File: config.mk
export PLATFORM = sky130hd
export DESIGN_NAME = bpc_divider
export DESIGN_NICKNAME = d
export VERILOG_FILES = /design/src/hdl/bpc_divider.sv
export SDC_FILE = /design/constraint.sdc
export NUM_CORES = 2
export LEC_CHECK = 0
export BUFFER_PORTS_ARGS = -buffer_cell sky130_fd_sc_hd__buf_2
export CAP_MARGIN = 10
export CORE_MARGIN = 10
export CORE_UTILIZATION = 50
export CTS_CLUSTER_SIZE = 14
export DETAILED_ROUTE_END_ITERATION = 12
export PLACE_DENSITY = 0.8
export SLEW_MARGIN = 10
export SYNTH_ARGS = -nofsm -noshare
export SYNTH_HDL_FRONTEND = slang
export SYNTH_SLANG_ARGS = --single-unit
File: constraint.sdc
create_clock -name clk_i -period 3.9 [get_ports clk_i]
set_clock_uncertainty 0.2 [all_clocks]
set_input_delay 0.195 -clock clk_i [delete_from_list [all_inputs] [get_ports clk_i]]
set_output_delay 0.195 -clock clk_i [all_outputs]
set_load 0.1 [all_outputs]
File: src/hdl/bpc_divider.sv
// Pipelined 32-bit unsigned restoring divider, one quotient bit per stage.
`timescale 1ns / 1ps
module bpc_divider #(
  parameter type SIDE_T = logic
) (
  input  logic        clk_i,
  input  logic        rst_ni,
  input  logic        en_i,
  input  logic        valid_i,
  input  logic [31:0] num_i,
  input  logic [31:0] den_i,
  input  SIDE_T       side_i,
  output logic        valid_o,
  output logic [31:0] quo_o,
  output SIDE_T       side_o
);
  localparam int unsigned N = 32;
  logic [N:1]      vld_q;
  logic [31:0]     rem_q [1:N];
  logic [31:0]     quo_q [1:N];
  logic [31:0]     den_q [1:N];
  SIDE_T           side_q [1:N];

  for (genvar s = 0; s < N; s++) begin : g_stage
    logic        vld_c;
    logic [31:0] rem_c;
    logic [31:0] quo_c;
    logic [31:0] den_c;
    SIDE_T       side_c;
    logic [32:0] trial;
    logic [32:0] shr;
    if (s == 0) begin : g_head
      assign vld_c  = valid_i;
      assign rem_c  = '0;
      assign quo_c  = num_i;
      assign den_c  = den_i;
      assign side_c = side_i;
    end else begin : g_body
      assign vld_c  = vld_q[s];
      assign rem_c  = rem_q[s];
      assign quo_c  = quo_q[s];
      assign den_c  = den_q[s];
      assign side_c = side_q[s];
    end
    assign shr   = {rem_c, quo_c[31]};
    assign trial = shr - {1'b0, den_c};
    always_ff @(posedge clk_i or negedge rst_ni) begin
      if (!rst_ni) begin
        vld_q[s+1] <= 1'b0;
      end else if (en_i) begin
        vld_q[s+1] <= vld_c;
      end
    end
    always_ff @(posedge clk_i) begin
      if (en_i) begin
        if (!trial[32]) begin
          rem_q[s+1] <= trial[31:0];
          quo_q[s+1] <= {quo_c[30:0], 1'b1};
        end else begin
          rem_q[s+1] <= shr[31:0];
          quo_q[s+1] <= {quo_c[30:0], 1'b0};
        end
        den_q[s+1]  <= den_c;
        side_q[s+1] <= side_c;
      end
    end
  end

  assign valid_o = vld_q[N];
  assign quo_o   = quo_q[N];
  assign side_o  = side_q[N];
endmodule
==> run metrics <==
Mapped Nets 13.6k; Starting DRT DRC Count 6912; Placed Area 167000 sq um; gr ovfl total 0; CTS tree done; initial antenna violation count 3; clock latency on the worst-skew pair 970 ps; remaining antenna violation count 0; NetSw 57400 uW; sequential area share after synthesis 59.6%; DIE HEIGHT 576 microns; Worst Path Arrival 4690 ps; kind of critical path reg -> reg; post-layout min period 4270 ps; Final Util 61.6%; post-synth top area share 59.1%; YS warnings 0; PortBufs 102; routed wl met2 198 mm; first-pass GRT wire length 530 mm; Design Area, Final 190000 sq um; worst reg2reg path endpoint rem_q[0][509]$_DFFE_PP_; worst min path class in -> reg; hold path start den_i[29]; Max Buffers Root-to-Sink 4; clk sink count 3072; Yosys top cell by area edfxtp_1; DRC viols 0; Tcrit/Tclk final 110%; Syn Std Cell Area 154000 sq um; via count 104k; Final setup violation count 582; worst-case vdd ir drop 0.496 mV; area grow syn2layout 23.0%; async set-reset flop share out of synthesis 1.04%; Root Buffer clkbuf_16; global-route usage over all layers 19.3%; Final Power 160000 uW; Unique masters post-synth 105; DR WL met3 12.8 mm; initial core utilization 50.1%; Net Sw Frac 35.8%; clock share of power 19.0%; max cap viols 0; CP Max Fanout 8; Mapped Avg Cell Area 12.4 sq um; core area 308000 sq um; Mapped Cells 12.5k; Reg clk slew, reported paths 60 ps; Fin Setup TNS -74510 ps; DR vias/cell 5.59; EDFF count, synth 3040; flops & latches, synth 3072; worst hold endpoint rem_q[0][61]$_SDFFCE_PP0P_; power per cell area 845 nW/um^2; Total Routed Length 353 mm; r2r worst-path depth 18; number of I/O pins 103; reg2reg setup slack -370 ps; Met1 Routed Length 114 mm; ys flop type edfxtp_1; status finished, violations left; # rows 204; vias in the first global route 107k; Top Layer Used met5; drt wl/cell 19.0 microns; setup slack after layout -375 ps; Final nets 15.3k; worst r2r src quo_q[0][479]$_DFFE_PP_; Static Leakage 0.0777 uW; CP Capture Type flop; hold path depth 4; share of layout cells above drive strength 1 23.0%; Die Wd 576 microns; Die Area 332000 sq um; CTS Buf Count 326; RSZ-0062 raised after global routing true; RD Place Congestion 0.899; H-Tree Depth 5; final slew viol count 0; maximum number of pins on one net before global-route repair 204; top post-synthesis cells by area edfxtp_1 (59%), ha_1 (8.0%), inv_1 (3.0%); Worst setup SP type flop; DR pass1 iterations 9; f_max 0.234 GHz; cell internal pwr 103000 uW; Comb pwr share 48.9%; Slew HR 24.6%; CP required 4320 ps; failing checks negative setup slack; final hold violation count 0; Sequential Power Share 32.1%; Least-Margin Pin Slew 1130 ps; Post-DP HPWL 210 mm
-- cells by family after synthesis --
family | Yosys count | synth area share [%]
compound gates | 3076 | 12.5
flops | 3072 | 59.6
simple gates | 2506 | 7.60
buf+inv | 1516 | 3.80
fa+ha+maj | 1023 | 8.43
xor+xnor | 847 | 4.80
mux | 453 | 3.27
-- per-stage QoR --
step,cells,hold WS (ps),worst slack [ps]
after detailed placement,17500,66.5,-547
after global placement,17500,65.4,-433
after floorplan,12500,-301,23.7
after CTS,18400,0.361,-315
after global routing,18600,52.4,-481
final,18600,15.7,-375
-- worst max path at each step --
| stage | cells past startpoint | slack [ps] | startpoint | endpoint |
|---|---|---|---|---|
| 5_1_grt | 17 | -480 | quo_q[0][95]$_DFFE_PP_ | rem_q[0][114]$_DFFE_PP_ |
| 2_1_floorplan | 15 | 20 | quo_q[0][255]$_DFFE_PP_ | rem_q[0][263]$_DFFE_PP_ |
| 3_5_place_dp | 16 | -550 | den_q[0][896]$_DFFE_PP_ | rem_q[0][929]$_DFFE_PP_ |
| 4_1_cts | 16 | -310 | quo_q[0][991]$_DFFE_PP_ | rem_q[0][1000]$_DFFE_PP_ |
| 6_report | 18 | -370 | quo_q[0][479]$_DFFE_PP_ | rem_q[0][509]$_DFFE_PP_ |
| 3_3_place_gp | 17 | -430 | quo_q[0][255]$_DFFE_PP_ | rem_q[0][257]$_DFFE_PP_ |
-- power groups by stage --
stage / clock, uW / combinational (uW) / sequential, uW
5_1_grt: 32300 / 84800 / 52000
4_1_cts: 30800 / 70300 / 51000
2_1_floorplan: 0 / 44200 / 50200
6_report: 30500 / 78500 / 51400
3_3_place_gp: 0 / 59400 / 51200
3_5_place_dp: 0 / 61200 / 51400
-- layout make-up --
type	count	area, sq um
fill	21500	118000
antenna	1	2.50
inverter	1234	4660
clock inverter	192	1940
clock buffer	387	8420
sequential	3072	92100
multi-input combinational	7905	61800
timing repair buffer	1647	15900
tap	4120	5150
-- critical path, cell delays in order (launching register included) --
cell	delay [ps]
edfxtp_1	420
inv_1	100
ha_2	190
inv_2	40
fa_2	340
a211oi_2	250
nor2_2	90
a31oi_4	210
a211oi_2	120
a221o_1	380
a221o_1	390
a21oi_4	230
buf_6	140
nor4_4	30
nor3_4	240
buf_6	180
buf_16	180
nor2_4	40
a41o_1	200
-- layer usage --
layer | GRT usage, % | vias to the layer above
met5 | 0 | -
met4 | 12.0 | 2
met3 | 2.55 | 1474
met2 | 39.6 | 3008
met1 | 17.5 | 50000
li1 | - | 49200
-- registers in the layout, indices dropped and copies added (netlist names) --
| register | count |
|---|---|
| den_q | 992 |
| g_stage.vld_c | 31 |
| quo_q | 1024 |
| rem_q | 992 |
| side_q | 32 |
| valid_o | 1 |
-- cells in the mapped netlist (59+ instances only) --
master    instances
ha_1            993
a21oi_1         833
nor2b_1         138
clkbuf_1        181
o31ai_1          84
nor3_1          112
nand2_1         951
nor2_1          553
inv_1          1229
xnor2_1         482
xor2_1          365
buf_2            74
nand3_1         163
nand2b_1        175
and2_1           59
o21ai_0         883
a31oi_1          84
mux2_2          355
a211oi_1         82
o21bai_1         98
nand4_1          82
o21a_1          123
and3_1           82
a21o_1          470
edfxtp_1       3040
-- placed cells by master, fill, tap and decap left out, types with 61 or more instances in the layout --
master            n
a31oi_1          67
o21bai_1         97
nand2_4          66
a21oi_2          64
clkinv_1         73
ha_1            958
o21ai_2         237
nor3_1          103
nand4_1          82
o21ai_1          61
dlygate4sd3_1   136
o21ai_0         598
buf_4          1079
o21a_1          122
edfxtp_1       3040
clkbuf_16       355
xor2_1          364
a21o_1          470
xnor2_1         481
nand2_1         799
buf_8            69
nand2_2          87
buf_6            92
nand2b_1        171
a21oi_1         757
inv_1          1174
mux2_2          226
nand3_1         156
buf_12          107
mux2_4          166
and3_1           81
nor2b_1         131
nor2_1          497
buf_2           101
-- what timing repair did --
| action | in CTS | in global routing |
|---|---|---|
| pin swaps | 332 | 411 |
| gates cloned | 61 | 31 |
| hold endpoints to repair | 775 | 0 |
| endpoints found under the setup margin | 990 | 1002 |
| setup buffers | 178 | 173 |
| resized for setup | 852 | 1037 |
| hold buffers | 137 | 0 |
Power figures use the tool's default switching activity.
